<file path="src/udp_port_bind_demux_table_defines.svh">
// Assertion macros used by the top-level binding table module.
`ifndef UDP_PORT_BIND_DEMUX_TABLE_DEFINES_SVH
`define UDP_PORT_BIND_DEMUX_TABLE_DEFINES_SVH

// Same-cycle implication, sampled on clock, quiet during reset.
`define UDPD_ASSERT_NOW(label, ante, cons, msg) \
   label: assert property (@(posedge clock) disable iff (reset) (ante) |-> (cons)) \
      else $error(msg);

// Next-cycle implication, sampled on clock, quiet during reset.
`define UDPD_ASSERT_NEXT(label, ante, cons, msg) \
   label: assert property (@(posedge clock) disable iff (reset) (ante) |=> (cons)) \
      else $error(msg);

`endif

</file>
<file path="src/udpd_pkg.sv">
package udpd_pkg;

   localparam int SLOTS_DEFAULT = 32;

   localparam logic [15:0] EPHEM_LOW_RESET  = 16'd49152;
   localparam logic [15:0] EPHEM_HIGH_RESET = 16'd65535;
   localparam logic [15:0] CURSOR_RESET     = 16'd49152;

   localparam int CSR_IDX_W = 1;
   localparam logic [CSR_IDX_W-1:0] CSR_EPHEM_LOW  = 1'd0;
   localparam logic [CSR_IDX_W-1:0] CSR_EPHEM_HIGH = 1'd1;

   typedef enum logic [1:0] {
      MODE_BIND   = 2'd0,
      MODE_LOOKUP = 2'd1,
      MODE_UNBIND = 2'd2,
      MODE_PICK   = 2'd3
   } mode_type;

   typedef enum logic [1:0] {
      ST_OK      = 2'd0,
      ST_INUSE   = 2'd1,
      ST_FULL    = 2'd2,
      ST_NOMATCH = 2'd3
   } status_type;

   typedef struct packed {
      mode_type    mode;
      logic [15:0] port;
      logic [31:0] addr;
      logic [4:0]  slot;
   } req_type;

   typedef struct packed {
      status_type  status;
      logic [4:0]  result_slot;
      logic [15:0] result_port;
   } rsp_type;

   typedef enum logic [2:0] {
      S_IDLE,
      S_COMPARE,
      S_EPH_INIT,
      S_EPH_STEP,
      S_FINISH
   } state_type;

   typedef struct packed {
      logic load;
      logic compare;
      logic eph_init;
      logic eph_step;
      logic finish;
   } cmd_type;

   typedef struct packed {
      logic need_eph;
      logic eph_found;
      logic eph_last;
   } sts_type;

endpackage

</file>
<file path="src/udpd_ctrl.sv">
module udpd_ctrl (
   input  logic              clock,
   input  logic              reset,
   input  logic              start,
   output logic              busy,
   input  udpd_pkg::sts_type sts,
   output udpd_pkg::cmd_type cmd
);

   udpd_pkg::state_type state_ff;
   udpd_pkg::state_type state_in;

   always_ff @(posedge clock) begin
      if (reset) begin
         state_ff <= udpd_pkg::S_IDLE;
      end else begin
         state_ff <= state_in;
      end
   end

   always_comb begin
      state_in = state_ff;
      cmd      = '0;
      busy     = 1'b1;
      case (state_ff)
         udpd_pkg::S_IDLE: begin
            busy = 1'b0;
            if (start) begin
               cmd.load = 1'b1;
               state_in = udpd_pkg::S_COMPARE;
            end
         end
         udpd_pkg::S_COMPARE: begin
            cmd.compare = 1'b1;
            state_in    = sts.need_eph ? udpd_pkg::S_EPH_INIT : udpd_pkg::S_FINISH;
         end
         udpd_pkg::S_EPH_INIT: begin
            cmd.eph_init = 1'b1;
            state_in     = udpd_pkg::S_EPH_STEP;
         end
         udpd_pkg::S_EPH_STEP: begin
            // probe one port per cycle until a free one turns up or the range is spent
            cmd.eph_step = 1'b1;
            if (sts.eph_found || sts.eph_last) begin
               state_in = udpd_pkg::S_FINISH;
            end
         end
         udpd_pkg::S_FINISH: begin
            cmd.finish = 1'b1;
            state_in   = udpd_pkg::S_IDLE;
         end
         default: begin
            state_in = udpd_pkg::S_IDLE;
         end
      endcase
   end

endmodule

</file>
<file path="src/udpd_dp.sv">
module udpd_dp #(
   parameter int SLOTS = udpd_pkg::SLOTS_DEFAULT
) (
   input  logic                               clock,
   input  logic                               reset,
   input  udpd_pkg::req_type                  req_data,
   input  logic                               csr_we,
   input  logic [udpd_pkg::CSR_IDX_W-1:0]     csr_index,
   input  logic [15:0]                        csr_wdata,
   input  udpd_pkg::cmd_type                  cmd,
   output udpd_pkg::sts_type                  sts,
   output logic                               rsp_valid,
   output udpd_pkg::rsp_type                  rsp_data
);

   localparam int IDX_W = $clog2(SLOTS);

   // lowest set bit: {found, index}
   function automatic logic [IDX_W:0] lowest(input logic [SLOTS-1:0] v);
      logic [IDX_W:0] r;
      r = '0;
      for (int i = SLOTS - 1; i >= 0; i--) begin
         if (v[i]) begin
            r = {1'b1, IDX_W'(i)};
         end
      end
      return r;
   endfunction

   udpd_pkg::req_type req_ff, req_in;
   logic [SLOTS-1:0]  valid_ff, valid_in;
   logic [15:0]       port_ff [SLOTS];
   logic [15:0]       port_in [SLOTS];
   logic [31:0]       addr_ff [SLOTS];
   logic [31:0]       addr_in [SLOTS];
   logic [SLOTS-1:0]  exact_ff, exact_in;
   logic [SLOTS-1:0]  wild_ff, wild_in;
   logic [15:0]       low_ff, low_in;
   logic [15:0]       high_ff, high_in;
   logic [15:0]       cursor_ff, cursor_in;
   logic [15:0]       lo_ff, lo_in;
   logic [15:0]       hi_ff, hi_in;
   logic [15:0]       count_ff, count_in;
   logic [15:0]       chosen_ff, chosen_in;
   logic              eph_ok_ff, eph_ok_in;
   logic              rsp_valid_ff, rsp_valid_in;
   udpd_pkg::rsp_type rsp_ff, rsp_in;

   logic [15:0]      eff_lo;
   logic [15:0]      eff_hi;
   logic [SLOTS-1:0] port_eq;
   logic [SLOTS-1:0] used_vec;
   logic             need_eph;
   logic [15:0]      bind_port;
   logic [IDX_W:0]   ex_hit;
   logic [IDX_W:0]   wd_hit;
   logic [IDX_W:0]   fr_hit;
   logic [8:0]       slot_w;
   logic [IDX_W-1:0] uidx;
   logic             u_in_range;

   assign eff_lo = (low_ff == 16'd0) ? 16'd1 : low_ff;
   assign eff_hi = (high_ff < eff_lo) ? eff_lo : high_ff;

   always_comb begin
      for (int i = 0; i < SLOTS; i++) begin
         port_eq[i]  = valid_ff[i] && (port_ff[i] == req_ff.port);
         used_vec[i] = valid_ff[i] && (port_ff[i] == cursor_ff);
      end
   end

   assign need_eph = (req_ff.mode == udpd_pkg::MODE_PICK) ||
                     ((req_ff.mode == udpd_pkg::MODE_BIND) && (req_ff.port == 16'd0));

   assign sts.need_eph  = need_eph;
   assign sts.eph_found = ~(|used_vec);
   assign sts.eph_last  = (count_ff == (hi_ff - lo_ff));

   assign bind_port  = need_eph ? chosen_ff : req_ff.port;
   assign ex_hit     = lowest(exact_ff);
   assign wd_hit     = lowest(wild_ff);
   assign fr_hit     = lowest(~valid_ff);
   assign slot_w     = 9'(req_ff.slot);
   assign uidx       = slot_w[IDX_W-1:0];
   assign u_in_range = slot_w < 9'(SLOTS);

   always_comb begin
      req_in       = cmd.load ? req_data : req_ff;
      valid_in     = valid_ff;
      port_in      = port_ff;
      addr_in      = addr_ff;
      exact_in     = exact_ff;
      wild_in      = wild_ff;
      low_in       = low_ff;
      high_in      = high_ff;
      cursor_in    = cursor_ff;
      lo_in        = lo_ff;
      hi_in        = hi_ff;
      count_in     = count_ff;
      chosen_in    = chosen_ff;
      eph_ok_in    = eph_ok_ff;
      rsp_valid_in = cmd.finish;
      rsp_in       = rsp_ff;

      if (csr_we) begin
         if (csr_index == udpd_pkg::CSR_EPHEM_LOW) begin
            low_in = csr_wdata;
         end
         if (csr_index == udpd_pkg::CSR_EPHEM_HIGH) begin
            high_in = csr_wdata;
         end
      end

      if (cmd.compare) begin
         for (int i = 0; i < SLOTS; i++) begin
            exact_in[i] = port_eq[i] && (addr_ff[i] == req_ff.addr);
            wild_in[i]  = port_eq[i] && (addr_ff[i] == 32'd0);
         end
      end

      if (cmd.eph_init) begin
         lo_in     = eff_lo;
         hi_in     = eff_hi;
         count_in  = '0;
         eph_ok_in = 1'b0;
         if ((cursor_ff < eff_lo) || (cursor_ff > eff_hi)) begin
            cursor_in = eff_lo;
         end
      end

      if (cmd.eph_step) begin
         cursor_in = (cursor_ff >= hi_ff) ? lo_ff : cursor_ff + 16'd1;
         count_in  = count_ff + 16'd1;
         if (sts.eph_found) begin
            eph_ok_in = 1'b1;
            chosen_in = cursor_ff;
         end
      end

      if (cmd.finish) begin
         rsp_in.status      = udpd_pkg::ST_NOMATCH;
         rsp_in.result_slot = '0;
         rsp_in.result_port = '0;
         case (req_ff.mode)
            udpd_pkg::MODE_BIND: begin
               if (need_eph ? !eph_ok_ff : (|exact_ff)) begin
                  rsp_in.status = udpd_pkg::ST_INUSE;
               end else if (fr_hit[IDX_W]) begin
                  valid_in[fr_hit[IDX_W-1:0]] = 1'b1;
                  port_in[fr_hit[IDX_W-1:0]]  = bind_port;
                  addr_in[fr_hit[IDX_W-1:0]]  = req_ff.addr;
                  rsp_in.status      = udpd_pkg::ST_OK;
                  rsp_in.result_slot = 5'(fr_hit[IDX_W-1:0]);
                  rsp_in.result_port = bind_port;
               end else begin
                  rsp_in.status = udpd_pkg::ST_FULL;
               end
            end
            udpd_pkg::MODE_LOOKUP: begin
               // exact address wins over the wildcard binding
               if (ex_hit[IDX_W]) begin
                  rsp_in.status      = udpd_pkg::ST_OK;
                  rsp_in.result_slot = 5'(ex_hit[IDX_W-1:0]);
                  rsp_in.result_port = req_ff.port;
               end else if (wd_hit[IDX_W]) begin
                  rsp_in.status      = udpd_pkg::ST_OK;
                  rsp_in.result_slot = 5'(wd_hit[IDX_W-1:0]);
                  rsp_in.result_port = req_ff.port;
               end
            end
            udpd_pkg::MODE_UNBIND: begin
               if (u_in_range && valid_ff[uidx]) begin
                  valid_in[uidx]     = 1'b0;
                  rsp_in.status      = udpd_pkg::ST_OK;
                  rsp_in.result_slot = req_ff.slot;
                  rsp_in.result_port = port_ff[uidx];
               end
            end
            udpd_pkg::MODE_PICK: begin
               if (eph_ok_ff) begin
                  rsp_in.status      = udpd_pkg::ST_OK;
                  rsp_in.result_port = chosen_ff;
               end else begin
                  rsp_in.status = udpd_pkg::ST_INUSE;
               end
            end
            default: begin
               rsp_in.status = udpd_pkg::ST_NOMATCH;
            end
         endcase
      end
   end

   always_ff @(posedge clock) begin
      if (reset) begin
         valid_ff     <= '0;
         low_ff       <= udpd_pkg::EPHEM_LOW_RESET;
         high_ff      <= udpd_pkg::EPHEM_HIGH_RESET;
         cursor_ff    <= udpd_pkg::CURSOR_RESET;
         rsp_valid_ff <= 1'b0;
      end else begin
         valid_ff     <= valid_in;
         low_ff       <= low_in;
         high_ff      <= high_in;
         cursor_ff    <= cursor_in;
         rsp_valid_ff <= rsp_valid_in;
      end
   end

   always_ff @(posedge clock) begin
      req_ff    <= req_in;
      port_ff   <= port_in;
      addr_ff   <= addr_in;
      exact_ff  <= exact_in;
      wild_ff   <= wild_in;
      lo_ff     <= lo_in;
      hi_ff     <= hi_in;
      count_ff  <= count_in;
      chosen_ff <= chosen_in;
      eph_ok_ff <= eph_ok_in;
      rsp_ff    <= rsp_in;
   end

   assign rsp_valid = rsp_valid_ff;
   assign rsp_data  = rsp_ff;

endmodule

</file>
<file path="src/udp_port_bind_demux_table.sv">
// Channel   Ports                           Handshake
// request   start, busy, req_data           taken when start is high and busy is low
// result    rsp_valid, rsp_data             one-cycle strobe, cannot be held off
// control   csr_we, csr_index, csr_wdata    written on any edge with csr_we high
//
// Bind with a port, lookup and unbind: the item passes the compare and finish states
// and the result strobe is registered; the next item may be taken in the strobe cycle.
// Ephemeral bind and pick add a cursor init and a probe step per port probed (1 up to the
// range size) before finish; one cursor port is compared against every slot per cycle.
// Reset is synchronous; it empties the table and loads the range and cursor defaults.
`include "udp_port_bind_demux_table_defines.svh"

module udp_port_bind_demux_table #(
   parameter int SLOTS = udpd_pkg::SLOTS_DEFAULT
) (
   input  logic                           clock,
   input  logic                           reset,
   input  logic                           start,
   output logic                           busy,
   input  udpd_pkg::req_type              req_data,
   output logic                           rsp_valid,
   output udpd_pkg::rsp_type              rsp_data,
   input  logic                           csr_we,
   input  logic [udpd_pkg::CSR_IDX_W-1:0] csr_index,
   input  logic [15:0]                    csr_wdata
);

   udpd_pkg::cmd_type cmd;
   udpd_pkg::sts_type sts;
   logic              rsp_fail;
   logic              rsp_blank;

   udpd_ctrl u_ctrl (
      .clock (clock),
      .reset (reset),
      .start (start),
      .busy  (busy),
      .sts   (sts),
      .cmd   (cmd)
   );

   udpd_dp #(
      .SLOTS (SLOTS)
   ) u_dp (
      .clock     (clock),
      .reset     (reset),
      .req_data  (req_data),
      .csr_we    (csr_we),
      .csr_index (csr_index),
      .csr_wdata (csr_wdata),
      .cmd       (cmd),
      .sts       (sts),
      .rsp_valid (rsp_valid),
      .rsp_data  (rsp_data)
   );

   assign rsp_fail  = rsp_valid && (rsp_data.status != udpd_pkg::ST_OK);
   assign rsp_blank = (rsp_data.result_slot == 5'd0) && (rsp_data.result_port == 16'd0);

   `UDPD_ASSERT_NOW(a_rsp_when_idle, rsp_valid, !busy, "result strobe while still busy")
   `UDPD_ASSERT_NEXT(a_accept_busy, start && !busy, busy, "accepted item did not raise busy")
   `UDPD_ASSERT_NOW(a_cmd_onehot, 1'b1, $onehot0(cmd), "several datapath commands at once")
   `UDPD_ASSERT_NOW(a_fail_zero, rsp_fail, rsp_blank, "failed item carries slot or port")

endmodule

</file>
<file path="config.mk">
export PLATFORM = sky130hd
export DESIGN_NAME = udp_port_bind_demux_table
export DESIGN_NICKNAME = d
export VERILOG_FILES = /design/src/udpd_pkg.sv /design/src/udpd_ctrl.sv /design/src/udpd_dp.sv /design/src/udp_port_bind_demux_table.sv
export VERILOG_INCLUDE_DIRS = /design/src /design/src/src
export SDC_FILE = /design/constraint.sdc
export NUM_CORES = 2
export LEC_CHECK = 0
export BUFFER_PORTS_ARGS = -buffer_cell sky130_fd_sc_hd__buf_4
export CELL_PAD_IN_SITES_DETAIL_PLACEMENT = 1
export CELL_PAD_IN_SITES_GLOBAL_PLACEMENT = 1
export CORE_MARGIN = 2
export CORE_UTILIZATION = 45
export DETAILED_ROUTE_END_ITERATION = 8
export PLACE_DENSITY_LB_ADDON = 0.1
export SLEW_MARGIN = 30
export SYNTH_ARGS = -nofsm -noshare
export SYNTH_HDL_FRONTEND = slang
export SYNTH_HIERARCHICAL = 1
export SYNTH_SLANG_ARGS = --single-unit
</file>
<file path="constraint.sdc">
create_clock -name clock -period 8.8 [get_ports clock]
set_clock_uncertainty 0.1 [all_clocks]
set_input_delay 0.88 -clock clock [delete_from_list [all_inputs] [get_ports clock]]
set_output_delay 0.88 -clock clock [all_outputs]
set_load 0.01 [all_outputs]
</file>
After elaboration in Yosys (flattened, before gate mapping)
Index checks and enable logic that the tools add are counted.

operators by class
  add/subtract/negate cells = 3
  magnitude comparators = 12
  eq/ne operators = 109
  mux-type cells = 151
  bitwise gates (word level) = 9
  reduce and logical (&&, ||, !) cells = 185

operator list
  operator               count
  $eq 16x16->1           65
  $bwmux 1024            1
  $eq 32x32->1           32
  $logic_not 32->1       32
  $mux 6                 96
  $bwmux 512             1
  $mux 16                13
  $demux 32 s5           1
  $logic_and 1x1->1      133
  $mux 32                4
  $bmux 16 s5            1
  $demux 16 s5           1
  $mux 23                3
  $not 32->32            2
  $pmux 16 s4            1
  $pmux 32 s2            1
  $reduce_or 32->1       2
  $mux 21                2
  $add 16x1->16 const B  2
  $and 32x32->32         1
  $logic_not 16->1       2
  $lt 16x16->1           2
  $or 32x32->32          1
  $lt 5x6->1 const B     3
  31 further kinds       67

word-level totals
  register bits after elaboration = 1827
  input port bits = 76
  output and inout bits = 25
  word-level logic and storage cells = 553

Logic depth before layout (Yosys ltp)
  depth in word-level cells = 41
  gate-level depth with buffers = 21

Modules after synthesis
Netlist, hierarchy kept.

by module, submodules not included
  module     times used  cells an instance  area an instance (um^2)  seq. area each (um^2)
  udpd_dp    1           6629               90725.8                  53951.7
  udpd_ctrl  1           20                 178.9                    60.1

Worst setup path before layout
Ideal clock, no wire load.

  path type = register to register
  start = register u_ctrl.state_ff[1]
  end = register u_dp/addr_ff[320] in the netlist's numbering (enable)
  library setup time = 0.513 ns
  arrival time = 6.580 ns
  required time = 8.187 ns
  setup slack = 1.607 ns
  cell stages (with the launch flop) = 7
  cell sequence = dfxtp_1 buf_4 nor3b_1 and3_4 nand2_4 buf_6 nor3_1

RTL lines
  element                   RTL line         RTL
  start: declaration        udpd_ctrl.sv:10  udpd_pkg::state_type state_ff;
  start signal: assignment  udpd_ctrl.sv:15  state_ff <= udpd_pkg::S_IDLE;
  start signal: assignment  udpd_ctrl.sv:17  state_ff <= state_in;
  end signal: assignment    udpd_dp.sv:213   addr_ff <= addr_in;
  end: declaration          udpd_dp.sv:34    logic [31:0] addr_ff [SLOTS];

Worst setup path in the final report
  start = register u_dp.low_ff[12]
  end = register u_dp.cursor_ff[10]

between the ends
  word-level cells in the longest chain between the ends = 8
  elaborated cells between the ends (all ways) = 12
  those cells by class = order compare (3); mux (5); reduce/logical (4)

ends and longest elaborated chain
  element                                 RTL line        RTL
  start: declaration                      udpd_dp.sv:38   logic [15:0] low_ff, low_in;
  start signal: assignment                udpd_dp.sv:197  low_ff <= udpd_pkg::EPHEM_LOW_RESET;
  start signal: assignment                udpd_dp.sv:203  low_ff <= low_in;
  $logic_not 16->1 (*)                    udpd_dp.sv:62   assign eff_lo = (low_ff == 16'd0) ? 16'd1 : low_ff;
  $mux 16 (*)                             udpd_dp.sv:62
  via u_dp.eff_lo[0]                      udpd_dp.sv:49   logic [15:0] eff_lo;
  $lt 16x16->1                            udpd_dp.sv:63   assign eff_hi = (high_ff < eff_lo) ? eff_lo : high_ff;
  $mux 16                                 udpd_dp.sv:63
  $gt 16x16->1                            udpd_dp.sv:126  if ((cursor_ff < eff_lo) || (cursor_ff > eff_hi)) begin
  $logic_or 1x1->1 (*)                    udpd_dp.sv:126
  $reduce_bool 2->1 (no source line) (*)  --
  $reduce_and 2->1 (no source line) (*)   --
  end signal: assignment                  udpd_dp.sv:199  cursor_ff <= udpd_pkg::CURSOR_RESET;
  end signal: assignment                  udpd_dp.sv:205  cursor_ff <= cursor_in;
  end: declaration                        udpd_dp.sv:40   logic [15:0] cursor_ff, cursor_in;

Mark *: on every way through the listed nets, which the timed path passes. The rest lies on a longest branch. The select of a mux whose other input is x is not followed.
A chain may end at the register's enable or synchronous reset.

==> metrics.md <==
| Metric | Value |
|---|---|
| Status | complete, no violations |
| RSZ-0062 raised after global routing | false |
| Critical Path RT | between 9 and 10 ns |
| TritonCTS buffer count | 200 |
| Total gr overflow | 0 |
| Placed insts | between 9000 and 10000 |
| Syn nets | about 6800 |
| Nets | 6905 |
| Cell area after layout | a little over 100000 µm² |
| Io pins | between 100 and 150 |
| Max Cap Viol | 0 |
| Htree depth | 4 |
| GPL Wtd Cong | ~1 |
| Avg Cell Area, Syn | between 10 and 15 µm² |
| Tcrit/Tclk final | roughly three fifths |
| Core Rows | around 160 |
| Hold buffer count at cts | 0 |
| Max clock buf depth | 3 |
| Design Power | 20.1 mW |
| Total number of vias | approximately 62000 |
| Vias per inst | between 6 and 7 |
| Post-synth EDFFs | ~1700 |
| Core Footprint | between 200000 and 250000 µm² |
| Largest net degree at the start of global routing | 88 |
| Critical path data arrival time | between 5 and 6 ns |
| Least-Margin Pin Slew | 1.06 ns |
| Mapped Area | between 90000 and 100000 µm² |
| Clock Pin Slew Worst Setup and Hold Paths | 0.06 ns |
| Die X | about 450 µm |
| ANT nets after route | 0 |
| Number of post-CTS setup repair buffers | 0 |
| Fmax | between 150 and 200 MHz |
| Worst-Skew Late Latency | 0.89 ns |
| Endpoints failing setup | 0 |
| Final core utilization | slightly above 50% |
| Slew Viols, Final | 0 |
| Register area share after synthesis | approximately three fifths |
| Worst slew margin | between 20% and 30% |
| Finished Layout Cells | approximately 9600 |
| Area Growth Syn to Fin | 12.3% |
| Input/output buffers | 100 |
| Die footprint | roughly 210000 µm² |
| Hpwl dp | ~230000 µm |
| Die H | roughly 450 µm |
| Vias in the first global route | 63374 |
| PnR worst setup slack | about 3.7 ns |
| Critical path class | flip-flop to flip-flop |
| Library cells used by synthesis | around 90 |
| Worst min path class | input pin to flip-flop |
| CTS root buffer | clkbuf_16 |
| Pwr Density | 197 nW/µm² |
| Global-route track usage on met1 | 45.2% |
| Final Hold Fails | 0 |
| GR peak layer | met2 |
| Met2 track demand over resource | 52.5% |
| Final wirelength | about 350000 µm |
| Worst IR drop on VDD | ~0.21 mV |
| Ys flop type | edfxtp_1 |
| Static leakage | 32.6 nW |
| DR iter-0 viols | about 7600 |
| Tmin final | 5.11 ns |
| Setup TNS | 0 ns |
| Placed Area | approximately 95000 µm² |
| Drt drc | 0 |
| First-pass GRT wire length | around 490000 µm |
| Post-CTS resize count | 0 |
| Clock Sinks | 1827 |
| Crit path launch type | flip-flop |
| GR Util met3 | under 10% |
| TritonRoute pass-1 iters | 6 |
| Nature of the critical path endpoint | flip-flop |
| Initial antenna violation count | 27 |
| Dpl ws | between 3 and 4 ns |
| Starting Density | a little under half |
| Crit path max fanout | 26 |
| Asr flop ratio synth | 0% |
| Synth Instances | roughly 6600 |
| Final hold slack | between 0.06 and 0.07 ns |
| Routed len/inst | 36.3 µm |
| GRT Overall Usage | 33.5% |
| Layout cell share with drive strength beyond 1 | 12.0% |
| FF+latch count, synth | 1827 |
| CTS tree | yes |
| Yosys warns | 6 |
## worst max-delay path, cell delays in order, from the launching register on
cell      delay, ns
dfxtp_1        0.37
nor3_1         0.40
a41o_1         0.33
nand2b_1       0.08
a211oi_1       0.27
o21ai_1        0.13
a211oi_1       0.41
o21ai_2        0.29
buf_4          0.33
mux2i_1        0.16
ha_1           0.30
nand4_1        0.10
or2_2          0.33
o31ai_1        0.30
or2_2          0.16
o22ai_1        0.09
nor3_2         0.12
buf_4          0.31
mux2i_1        0.25
a21oi_1        0.08
## registers in the layout, summed over array words and instances, names as in the netlist, 3 cells and up
name and count:
u_dp/addr_ff 1024, u_dp/port_ff 512, u_dp/req_ff 50, u_dp/exact_ff 32, u_dp/valid_ff 32, u_dp/wild_ff 32
u_dp/rsp_data 23, u_dp/chosen_ff 16, u_dp/count_ff 16, u_dp/cursor_ff 16, u_dp/hi_ff 16, u_dp/high_ff 16
u_dp/lo_ff 16, u_dp/low_ff 16, u_dp/uidx 5, u_ctrl/state_ff 3
## cell families after synthesis
group | share of synthesized area (%)
xor gates and xnor gates | 20.3
DFF | 59.4
adders and majority gates | 1.11
buffers and inverters | 2.06
and+or+nand+nor | 9.98
AOI/OAI and AO/OA | 3.04
muxes | 4.13
## synthesized netlist by cell type (84+ instances only)
cell type | count | area [µm²]
a21oi_1 | 84 | 420
clkbuf_1 | 177 | 664
nor4_1 | 630 | 3940
nor3_1 | 101 | 505
mux4_2 | 136 | 3060
buf_1 | 137 | 514
nand2_1 | 115 | 432
edfxtp_1 | 1742 | 52300
xnor2_1 | 884 | 7740
inv_1 | 101 | 379
dfxtp_1 | 85 | 1700
nand4_1 | 347 | 2170
nor2_1 | 93 | 349
xor2_1 | 1218 | 10700
nand3_1 | 138 | 691
## worst paths after layout
| kind | startpoint | endpoint | slack, ns | cells past startpoint |
|---|---|---|---|---|
| min | req_data[36] | u_dp/req_ff[36]$_DFFE_PP_ | 0.07 | 1 |
| max reg2reg | u_dp/low_ff[12]$_SDFFE_PP0P_ | u_dp/cursor_ff[10]$_SDFFE_PP0P_ | 3.69 | 19 |
| min reg2reg | u_dp/low_ff[0]$_SDFFE_PP0P_ | u_dp/low_ff[0]$_SDFFE_PP0P_ | 0.40 | 2 |
| max | u_dp/low_ff[12]$_SDFFE_PP0P_ | u_dp/cursor_ff[10]$_SDFFE_PP0P_ | 3.69 | 19 |
## layout make-up
cell class / instances / area [µm²]
multi-input combinational: 4346 / 35200
clock buffer: 251 / 5330
timing repair buffer: 271 / 2380
sequential: 1827 / 54000
antenna: 12 / 30.0
fill: 19585 / 98200
inverter: 103 / 424
clock inverter: 124 / 1370
tap: 2656 / 3320
## layer usage
| metal | wire (µm) | vias up |
|---|---|---|
| met5 | 106 | - |
| met1 | 141000 | 32174 |
| li1 | - | 25265 |
| met4 | 18300 | 16 |
| met2 | 158000 | 3330 |
| met3 | 30100 | 834 |
## cell usage in the layout (no fill, tap or decap), types with 79 or more instances in the layout
cell and count:
nand4_1 347, nor4_1 627, ha_1 79, nand2_1 113
nand3_1 138, mux4_2 136, nor3_1 92, a22oi_1 79
xnor2_1 884, buf_4 244, edfxtp_1 1742, xor2_1 1218
inv_1 86, nor2_1 81, a21oi_1 84, clkbuf_16 202
## power breakdown
part	switching (mW)	internal, mW
clock	3.68	4.91
combinational	1.27	0.545
sequential	0.0573	9.62
No activity file was read; power rests on OpenSTA's default activity.
